**config.mk**
```make
export PLATFORM = sky130hd
export DESIGN_NAME = lisc_acc
export DESIGN_NICKNAME = d
export VERILOG_FILES = /design/src/rtl/lisc_pkg.sv /design/src/rtl/lisc_acc.sv
export SDC_FILE = /design/constraint.sdc
export NUM_CORES = 1
export LEC_CHECK = 0
export ABC_CLOCK_PERIOD_IN_PS = 7250
export BUFFER_PORTS_ARGS = -buffer_cell sky130_fd_sc_hd__buf_4
export CORE_UTILIZATION = 35
export DETAILED_ROUTE_END_ITERATION = 8
export GPL_TIMING_DRIVEN = 0
export SLEW_MARGIN = 20
export SYNTH_ARGS = -nofsm -noshare
export SYNTH_HDL_FRONTEND = slang
export SYNTH_SLANG_ARGS = --single-unit
export TNS_END_PERCENT = 50
```
**constraint.sdc**
```tcl
create_clock -name vclk -period 7.25
set_input_delay 1.8125 -clock vclk [all_inputs]
set_output_delay 1.8125 -clock vclk [all_outputs]
set_load 0.02 [all_outputs]
```
**src/rtl/lisc_pkg.sv**
```systemverilog
`default_nettype none

package lisc_pkg;

    localparam int MAX_ITEMS_DEF   = 256;
    localparam int VALUE_WIDTH_DEF = 32;
    localparam int IN_WIDTH        = 32;
    localparam int COUNT_WIDTH     = 32;
    localparam int LEN_OUT_WIDTH   = 9;
    localparam int OUT_DATA_WIDTH  = 48;

    localparam logic [COUNT_WIDTH-1:0] COUNT_MAX = '1;

    // status of one compare-and-accumulate step
    typedef struct packed {
        logic take;  // candidate length wins, restart count
        logic add;   // candidate length ties, add counts
        logic sat;   // the add saturated or hit the maximum
    } acc_status_t;

endpackage

`default_nettype wire

```
**src/rtl/lisc_acc.sv**
```systemverilog
`default_nettype none

module lisc_acc #(
    parameter int LEN_WIDTH = 9
) (
    input  wire logic                               en,
    input  wire logic [LEN_WIDTH-1:0]               cur_len,
    input  wire logic [lisc_pkg::COUNT_WIDTH-1:0]   cur_cnt,
    input  wire logic [LEN_WIDTH-1:0]               cand_len,
    input  wire logic [lisc_pkg::COUNT_WIDTH-1:0]   cand_cnt,
    output logic      [LEN_WIDTH-1:0]               out_len,
    output logic      [lisc_pkg::COUNT_WIDTH-1:0]   out_cnt,
    output lisc_pkg::acc_status_t                   status
);

    logic [lisc_pkg::COUNT_WIDTH:0]   sum;
    logic [lisc_pkg::COUNT_WIDTH-1:0] sum_sat;

    always_comb begin
        sum     = {1'b0, cur_cnt} + {1'b0, cand_cnt};
        sum_sat = sum[lisc_pkg::COUNT_WIDTH] ? lisc_pkg::COUNT_MAX
                                             : sum[lisc_pkg::COUNT_WIDTH-1:0];
        status.take = en && (cand_len > cur_len);
        status.add  = en && (cand_len == cur_len);
        status.sat  = status.add && (sum_sat == lisc_pkg::COUNT_MAX);
        priority if (status.take) begin
            out_len = cand_len;
            out_cnt = cand_cnt;
        end else if (status.add) begin
            out_len = cur_len;
            out_cnt = sum_sat;
        end else begin
            out_len = cur_len;
            out_cnt = cur_cnt;
        end
    end

endmodule

`default_nettype wire

```
After elaboration in Yosys (flattened, before gate mapping)
Index checks and enable logic that the tools add are counted.

Register bits: 0. Input port bits: 83. Output and inout bits: 44. Word-level logic and storage cells: 11.

$add $sub $neg: 1. $lt $le $gt $ge: 1. Equality and inequality tests: 2. Mux-type cells: 4. Reduce and logical (&&, ||, !) cells: 3.

Operators by type and width (count): $mux 32 (3); $add 32x32->33 (1); $eq 32x32->1 const B (1); $eq 9x9->1 (1); $gt 9x9->1 (1); $mux 9 (1); $logic_and 1x1->1 (3).

Depth between registers and ports, before layout
Gate-level depths: netlist of the first run.

Depth after elaboration: 4. Gate-level depth with buffers: 13. Depth with buffers taken out: 11.

Worst setup path after synthesis of the first run
Ideal clock, no wire load.

Path type: input port to output port. Start point: input port cur_cnt[0] (netlist bit). End point: output port status[0] (netlist bit). Arrival: 4.555 ns. Data required time: 5.438 ns. Slack: 0.883 ns. Cell stages on the path: 11. Buffers on the path: 0. Cells stage by stage: ha_1 -> fa_1 -> a211oi_2 -> o21ai_1 -> a21oi_1 -> xnor2_1 -> nand2_1 -> or4_1 -> nor4_1 -> nand4b_1 -> o21ai_1.

RTL lines: from (decl) (line lisc_acc.sv:8) `input wire logic [lisc_pkg::COUNT_WIDTH-1:0] cur_cnt,`; to (decl) (line lisc_acc.sv:13) `output lisc_pkg::acc_status_t status`.

==> metrics.md, run 1 <==
| Metric | Value |
|---|---|
| Status | `finished clean` |
| Setup TNS Final | `0 ns` |
| Hold Path Class | `primary input to output pin` |
| # Max-Cap Violations | `0` |
| Fin area | `4552 um^2` |
| Placed Area | `4521 um^2` |
| GR Util All Layers | `24.55%` |
| Final RePlAce weighted congestion | `0.9293` |
| Row cnt | `35` |
| Fillcell total | `986` |
| Crit end category | `output pin` |
| Die Span Y | `100.6 um` |
| Crit path kind | `primary input to output pin` |
| CP Capture Point | `status[0]` |
| Core Area | `9328 um^2` |
| Syn_nets | `638` |
| Total grt overflow | `0` |
| Area grow syn2layout | `33.65%` |
| Slew Viols, Final | `0` |
| Commonest non-fill, non-tap cell in the layout | `buf_4` |
| Final core utilization | `48.80%` |
| Syn Std Cell Area | `3406 um^2` |
| HPWL after detailed placement | `10620 um` |
| CP Cell Sequence | `buf_4, ha_1, fa_1, a211oi_2, o21ai_1, a21oi_1, xnor2_1, nand2_1, or4_1, nor4_2, nand4b_1, o21ai_1, buf_4` |
| Initial DRC Count | `267` |
| Largest net degree at the start of global routing | `11` |
| Ports | `127` |
| Fmax | `141.8 MHz` |
| Final min period | `7.053 ns` |
| Worst-Margin Slew | `0.8075 ns` |
| Setup Slack @ Placement | `-0.02576 ns` |
| Post-route setup slack | `0.1974 ns` |
| Element type at the critical path start | `primary input` |
| Peak supply drop | `0.03530 mV` |
| Setup crit start | `cur_cnt[0]` |
| Max incr delay on CP | `0.57 ns` |
| Syn Area/Cell | `6.639 um^2` |
| RSZ-0062 raised after global routing | `false` |
| WP data arrival | `5.24 ns` |
| Slew headroom | `46.17%` |
| DR vias/cell | `5.727` |
| Final wirelength | `12760 um` |
| Post-synth cell types | `57` |
| Count of final hold-check violations | `0` |
| Slowest-stage cell, CP | `or4_1` |
| Fin cells | `772` |
| CP required | `5.44 ns` |
| Area of the die | `10130 um^2` |
| Critical-path maximum fanout | `4` |
| Yosys Warn Count | `0` |
| Static Leakage | `0.002020 uW` |
| DR vias | `4421` |
| Most frequent cells in the layout | `buf_4 (132), nor2_1 (70), a21oi_1 (58)` |
| Final setup viols | `0` |
| Vias in the first global route | `4096` |
| Nets | `770` |
| Synthesized instance count | `513` |
| Clock buf count | `0` |
| Antenna violations before repair | `0` |
| IO Port Bufs | `127` |
| Number of antenna diodes | `0` |
| Sequential cells | `0` |
| Placed insts | `769` |
| First-pass GRT wire length | `20130 um` |
| Register area share after synthesis | `0%` |
| Layout cells sized above 1 | `30.17%` |
| Post-route clock period utilization | `97.28%` |
| Final ANT Viol Nets | `0` |
| Final routed DRC violation total | `0` |
| Die extent in x | `100.6 um` |
| Initial Util | `36.51%` |
| Wirelength per Cell | `16.52 um` |
| PD cells | `90.95 nW/um^2` |
| Sequential Area | `0 um^2` |
| TritonRoute pass-1 iters | `5` |
## final cells by class
type	count	area (um^2)	area share, %
Multi-Input combinational cell	460	3193	70.15
Inverter	22	82.58	1.814
Timing Repair Buffer	130	975.9	21.44
Tap cell	129	161.4	3.546
Buffer	31	138.9	3.051
## timing repair
item,4_1_cts,5_1_grt
gates resized for setup,1,1
setup endpoints to repair,8,11
hold buffers,0,0
buffers inserted,0,3
pin swaps,0,1
## worst min-delay path by stage
stage / from / endpoint / slack, ns / cells after the start
after floorplan: cand_cnt[31] / out_cnt[31] / 3.80 / 2
after global placement: cand_cnt[16] / out_cnt[16] / 3.96 / 3
after detailed placement: cur_len[7] / out_len[7] / 3.96 / 3
after CTS: cur_len[7] / out_len[7] / 3.97 / 3
after global routing: cur_len[3] / out_len[3] / 3.97 / 3
final: cur_len[3] / out_len[3] / 3.96 / 3
## Yosys cell counts (4+ instances only)
cell | instances | share of area (%)
nor2_1 | 71 | 7.8
a21oi_1 | 58 | 8.5
ha_1 | 41 | 15
mux2_2 | 38 | 13
nand2_1 | 38 | 4.2
inv_1 | 22 | 2.4
o21ai_0 | 18 | 2.6
clkbuf_1 | 17 | 1.9
nor3_1 | 17 | 2.5
a31oi_1 | 15 | 2.8
nand4_1 | 14 | 2.6
nand3_1 | 13 | 1.9
buf_2 | 12 | 1.8
o21a_1 | 10 | 2.2
xnor2_1 | 10 | 2.6
a21o_1 | 9 | 2.0
o211ai_1 | 8 | 1.8
xor2_1 | 8 | 2.1
and4_1 | 7 | 1.8
a211oi_1 | 6 | 1.3
and2_1 | 6 | 1.1
nor4_1 | 5 | 0.92
nor2b_1 | 4 | 0.73
o2111ai_1 | 4 | 1.0
o21bai_1 | 4 | 0.88
o2bb2ai_1 | 4 | 1.0
## cells by family (layout without fill, tap and decap cells)
logic type      count (synthesis)  after routing  synth area share (%)
simple gates                  190            190                 26.93
compound gates                171            171                 33.43
buf+inv                        53            183                 6.503
fa+ha+maj                      42             42                 15.65
mux                            39             39                 12.86
xor+xnor                       18             18                 4.629
## report_power, final
group / internal, uW / switching, uW / total [uW]
Combinational: 180 / 234 / 414
Sequential: 0 / 0 / 0
Clock: 0 / 0 / 0
## metrics by stage
step,hold slack [ns],total power [uW]
after floorplan,3.804,268.9
after global placement,3.963,406.2
after detailed placement,3.962,407.5
after CTS,3.966,409.3
after global routing,3.973,452.4
final,3.965,414.0
## per-layer routing
layer  vias up  part of all wire (%)  global-route usage [%]  wire length (um)
met2       158                    46                   42.73              5927
met3        22                   5.7                   1.664               726
met1      2028                    45                   32.63              5794
met4         0                   2.4                   6.577               308
li1       2213                     -                       -                 -
met5         -                     0                       0                 0
## critical path: cells and delay by family
family	cells	cell delay, ns
adders and majority gates	2	0.65
buffers and inverters	2	0.27
AOI/OAI and AO/OA	4	1.13
and+or+nand+nor	4	1.18
xor gates and xnor gates	1	0.20
(Power assumes the default switching activity.)
==> run 2: changes to the inputs <==
--- a/config.mk
+++ b/config.mk
@@ -7,6 +7,7 @@
 export LEC_CHECK = 0
 export ABC_CLOCK_PERIOD_IN_PS = 7250
 export BUFFER_PORTS_ARGS = -buffer_cell sky130_fd_sc_hd__buf_4
+export CORE_ASPECT_RATIO = 1.5
 export CORE_UTILIZATION = 35
 export DETAILED_ROUTE_END_ITERATION = 8
 export GPL_TIMING_DRIVEN = 0
==> run 2 against run 1 <==
- die area barely moved
- hold slack barely moved
- largest power group unchanged
- critical path type unchanged
- clock-buffer cell count did not move
- total power fell by 0.14%
- sequential share of layout area did not move
- core utilization fell by 0.50 points
==> metrics.md, run 2 (synthesized netlist as in run 1, its figures left out) <==
| Metric | Value |
|---|---|
| Sequential Area | `0 um^2 (unchanged)` |
| Post-route setup slack | `0.2141 ns (was 0.1974 ns)` |
| Nets | `769 (was 770)` |
| Die Span Y | `122.8 um (was 100.6 um)` |
| # hold bufs at CTS | `0 (unchanged)` |
| Largest net degree at the start of global routing | `11 (unchanged)` |
| Final wirelength | `12770 um (was 12760 um)` |
| Fin cells | `754 (was 772)` |
| IO Port Bufs | `127 (unchanged)` |
| Fmax | `142.1 MHz (was 141.8 MHz)` |
| Row cnt | `43 (was 35)` |
| CP required | `5.44 ns (about the same)` |
| Vias in the first global route | `4194 (was 4096)` |
| DR vias/cell | `5.959 (was 5.727)` |
| Core Area | `9361 um^2 (was 9328 um^2)` |
| Clock buf count | `0 (unchanged)` |
| Layout cells sized above 1 | `30.06% (was 30.17%)` |
| Setup Slack @ Placement | `0.07241 ns (was -0.02576 ns)` |
| PD cells | `91.42 nW/um^2 (was 90.95 nW/um^2)` |
| Worst-Margin Slew | `0.6876 ns (was 0.8075 ns)` |
| First-pass GRT wire length | `19520 um (was 20130 um)` |
| Final core utilization | `48.30% (was 48.80%)` |
| Peak supply drop | `0.03762 mV (was 0.03530 mV)` |
| Initial DRC Count | `257 (was 267)` |
| Ports | `127 (unchanged)` |
| Wirelength per Cell | `16.94 um (was 16.52 um)` |
| Die extent in x | `82.54 um (was 100.6 um)` |
| Area grow syn2layout | `32.77% (was 33.65%)` |
| Crit end category | `output pin (unchanged)` |
| Antenna violations before repair | `0 (unchanged)` |
| Post-route clock period utilization | `97.05% (was 97.28%)` |
| Placed insts | `752 (was 769)` |
| Commonest non-fill, non-tap cell in the layout | `buf_4 (unchanged)` |
| Slew headroom | `54.16% (was 46.17%)` |
| Number of antenna diodes | `0 (unchanged)` |
| GR Util All Layers | `24.31% (was 24.55%)` |
| Status | `finished clean (unchanged)` |
| Final min period | `7.036 ns (was 7.053 ns)` |
| Fillcell total | `986 (unchanged)` |
| Static Leakage | `0.002012 uW (was 0.002020 uW)` |
| # Max-Cap Violations | `0 (unchanged)` |
| Total power | `413.4 uW (was 414.0 uW)` |
| Initial Util | `36.38% (was 36.51%)` |
| Final routed DRC violation total | `0 (unchanged)` |
| TritonRoute pass-1 iters | `5 (unchanged)` |
| Sequential cells | `0 (unchanged)` |
| Final ANT Viol Nets | `0 (unchanged)` |
| RSZ-0062 raised after global routing | `false (unchanged)` |
| Slew Viols, Final | `0 (unchanged)` |
| Setup TNS Final | `0 ns (unchanged)` |
| Count of final hold-check violations | `0 (unchanged)` |
| Hold Path Class | `primary input to output pin (unchanged)` |
| Final setup viols | `0 (unchanged)` |
| Most frequent cells in the layout | `buf_4 (131), nor2_1 (70), a21oi_1 (58) (was buf_4 (132), nor2_1 (70), a21oi_1 (58))` |
| Critical-path maximum fanout | `4 (unchanged)` |
| Area of the die | `10140 um^2 (was 10130 um^2)` |
| Crit path kind | `primary input to output pin (unchanged)` |
| Element type at the critical path start | `primary input (unchanged)` |
| Total grt overflow | `0 (unchanged)` |
| DR vias | `4493 (was 4421)` |
| Final RePlAce weighted congestion | `0.9631 (was 0.9293)` |
| HPWL after detailed placement | `10700 um (was 10620 um)` |
| WP data arrival | `5.22 ns (was 5.24 ns)` |
run 2: cell types whose count changed in the layout (fill, tap and decap cells not counted), sizes merged:
cell / previous run / this run
buf: 144 / 143
run 2: worst max-delay path: stages:
cell and delay (ns):
buf_4 0.12, ha_1 0.23, fa_1 0.42, a211oi_2 0.35, o21ai_1 0.24, a21oi_1 0.32, xnor2_1 0.21, nand2_1 0.08
or4_1 0.54, nor4_1 0.39, nand4b_1 0.18, o21ai_1 0.17, buf_4 0.16
run 2: layout make-up:
type                       instances  area (um^2)  share of cell area, %
buffer                            31        138.9                  3.071
inverter                          22        82.58                  1.826
tap                              112        140.1                  3.099
multi-input combinational        460         3192                  70.59
timing repair buffer             129        968.4                  21.42
run 2: path summary, 6_finish.rpt:
check | from | end | slack (ns) | depth (start not counted)
hold / removal | cand_cnt[6] | out_cnt[6] | 3.96 | 3
setup / recovery | cur_cnt[0] | status[0] | 0.21 | 13
run 2: stage by stage:
step	cell area (um^2)	hold slack [ns]
floorplan	3406	3.804
global placement	4499	3.962
detailed placement	4499	3.962
CTS	4499	3.966
global route	4522	3.972
finish	4522	3.964
run 2: where the power goes:
part | switching (uW) | total [uW] | leakage [uW] | internal (uW)
Combinational | 233 | 413 | 0.00201 | 180
Sequential | 0 | 0 | 0 | 0
Clock | 0 | 0 | 0 | 0
Total | 233 | 413 | 0.00201 | 180
run 2: routing by layer:
metal	track usage (%)	part of all wire, %	vias up
met5	0	0	-
met4	7.328	3.2	0
met3	1.041	6.5	40
met2	46.54	52	202
met1	28.05	38	2046
li1	-	-	2205
run 2: timing repair:
action                                  CTS  global route
endpoints found under the setup margin    0            13
setup buffers                             0             2
resized for setup                         0             2
==> run 3: changes to the inputs <==
==> constraint.sdc (replaced) <==
create_clock -name vclk -period 7.25
set_input_delay 1.8125 -clock vclk [all_inputs]
set_output_delay 1.8125 -clock vclk [all_outputs]
set_load 0.005 [all_outputs]
==> run 3 against run 2 <==
- clock-buffer cell count unchanged
- hold slack worse by 0.032 ns
- design area decreased by 0.11%
- total power down 7.2%
- non-clock buffer count is the same
- wire length is 0.24% lower
- via count is 0.78% lower
- critical path depth unchanged
- sequential share of layout area unchanged
- die area did not move
- critical path type unchanged
- critical endpoint unchanged
- highest routed layer unchanged
==> metrics.md, run 3 (synthesized netlist as in run 1, its figures left out) <==
| Metric | Value |
|---|---|
| Post-route setup slack | `0.2612 ns (was 0.2141 ns)` |
| Crit end category | `output pin (unchanged)` |
| Most frequent cells in the layout | `buf_4 (131), nor2_1 (70), a21oi_1 (58) (unchanged)` |
| Count of final hold-check violations | `0 (unchanged)` |
| Layout cells sized above 1 | `29.91% (was 30.06%)` |
| Hold Path Class | `primary input to output pin (unchanged)` |
| Setup TNS Final | `0 ns (unchanged)` |
| Nets | `769 (unchanged)` |
| GR Util All Layers | `24.31% (unchanged)` |
| Die Span Y | `122.8 um (unchanged)` |
| WP data arrival | `5.18 ns (was 5.22 ns)` |
| RSZ-0062 raised after global routing | `false (unchanged)` |
| Area grow syn2layout | `32.62% (was 32.77%)` |
| PD cells | `84.90 nW/um^2 (was 91.42 nW/um^2)` |
| Final min period | `6.989 ns (was 7.036 ns)` |
| Core Area | `9361 um^2 (unchanged)` |
| Row cnt | `43 (unchanged)` |
| DR vias/cell | `5.912 (was 5.959)` |
| Setup Slack @ Placement | `0.09501 ns (was 0.07241 ns)` |
| Post-route clock period utilization | `96.40% (was 97.05%)` |
| Ports | `127 (unchanged)` |
| Fillcell total | `987 (was 986)` |
| Final ANT Viol Nets | `0 (unchanged)` |
| First-pass GRT wire length | `19520 um (unchanged)` |
| Static Leakage | `0.002016 uW (was 0.002012 uW)` |
| Element type at the critical path start | `primary input (unchanged)` |
| Vias in the first global route | `4194 (unchanged)` |
| Initial DRC Count | `287 (was 257)` |
| Sequential Area | `0 um^2 (unchanged)` |
| Fmax | `143.1 MHz (was 142.1 MHz)` |
| Slew Viols, Final | `0 (unchanged)` |
| Status | `finished clean (unchanged)` |
| Wirelength per Cell | `16.90 um (was 16.94 um)` |
| Peak supply drop | `0.03356 mV (was 0.03762 mV)` |
| Die extent in x | `82.54 um (unchanged)` |
| Commonest non-fill, non-tap cell in the layout | `buf_4 (unchanged)` |
| Area of the die | `10140 um^2 (unchanged)` |
| Crit path kind | `primary input to output pin (unchanged)` |
| Initial Util | `36.38% (unchanged)` |
| Final RePlAce weighted congestion | `0.9631 (unchanged)` |
| Final setup viols | `0 (unchanged)` |
| Total grt overflow | `0 (unchanged)` |
| # Max-Cap Violations | `0 (unchanged)` |
| HPWL after detailed placement | `10700 um (unchanged)` |
| CP required | `5.44 ns (about the same)` |
| Slew headroom | `53.96% (was 54.16%)` |
| Number of antenna diodes | `0 (unchanged)` |
| Min Hold Slack | `3.933 ns (was 3.964 ns)` |
| DR vias | `4458 (was 4493)` |
| Area occupied by multi-input gates | `3187 um^2 (was 3192 um^2)` |
| Largest net degree at the start of global routing | `11 (unchanged)` |
| IO Port Bufs | `127 (unchanged)` |
| Critical-path maximum fanout | `4 (unchanged)` |
| Worst-Margin Slew | `0.6905 ns (was 0.6876 ns)` |
| Clock buf count | `0 (unchanged)` |
| Final routed DRC violation total | `0 (unchanged)` |
| Final wirelength | `12740 um (was 12770 um)` |
| TritonRoute pass-1 iters | `5 (unchanged)` |
| Antenna violations before repair | `0 (unchanged)` |
| Sequential cells | `0 (unchanged)` |
-- run 3: cell counts in the layout (fill, tap and decap cells not counted) --
No cell type changed its count.
-- run 3: what timing repair did --
item / in CTS / in global routing
endpoints found under the setup margin: 0 / 10
hold buffers: 0 / 0
buffers inserted: 0 / 2
resized for setup: 0 / 1
-- run 3: worst paths after layout --
kind,start,to,slack (ns),depth (start not counted)
worst max-delay path,cur_cnt[0],status[0],0.26,13
worst min-delay path,cand_cnt[6],out_cnt[6],3.93,3
-- run 3: metal layers --
layer	up-vias	GRT usage (%)	share of wire, %
met5	-	0	0
met4	0	7.328	2.9
met3	32	1.041	6.5
met2	198	46.54	53
met1	2023	28.05	38
li1	2205	-	-
-- run 3: layout make-up --
type / instances / share of cell area [%]
Inverter: 22 / 1.828
Tap cell: 112 / 3.102
Timing Repair Buffer: 129 / 21.44
Buffer: 31 / 3.075
Multi-Input combinational cell: 460 / 70.55
-- run 3: metrics by stage --
step                utilization (%)  total power [uW]  cell area, um^2  cells
global placement              48.06             373.8             4499    752
finish                        48.25             383.5             4517    754
CTS                           48.06             379.8             4499    752
floorplan                         -             240.2             3406    513
global route                  48.25             422.1             4517    754
detailed placement            48.06             378.1             4499    752
-- run 3: where the power goes --
group          internal (uW)  switching [uW]  total (uW)
Clock                      0               0           0
Sequential                 0               0           0
Combinational            178             205         383
Total                    178             205         383
-- run 3: worst max-delay path, stage by stage --
cell and delay [ns]:
buf_4 0.12, ha_1 0.23, fa_1 0.42, a211oi_2 0.35, o21ai_1 0.25, a21oi_1 0.31, xnor2_1 0.20, nand2_1 0.09
or4_1 0.54, nor4_1 0.37, nand4b_1 0.18, o21ai_1 0.17, buf_4 0.13
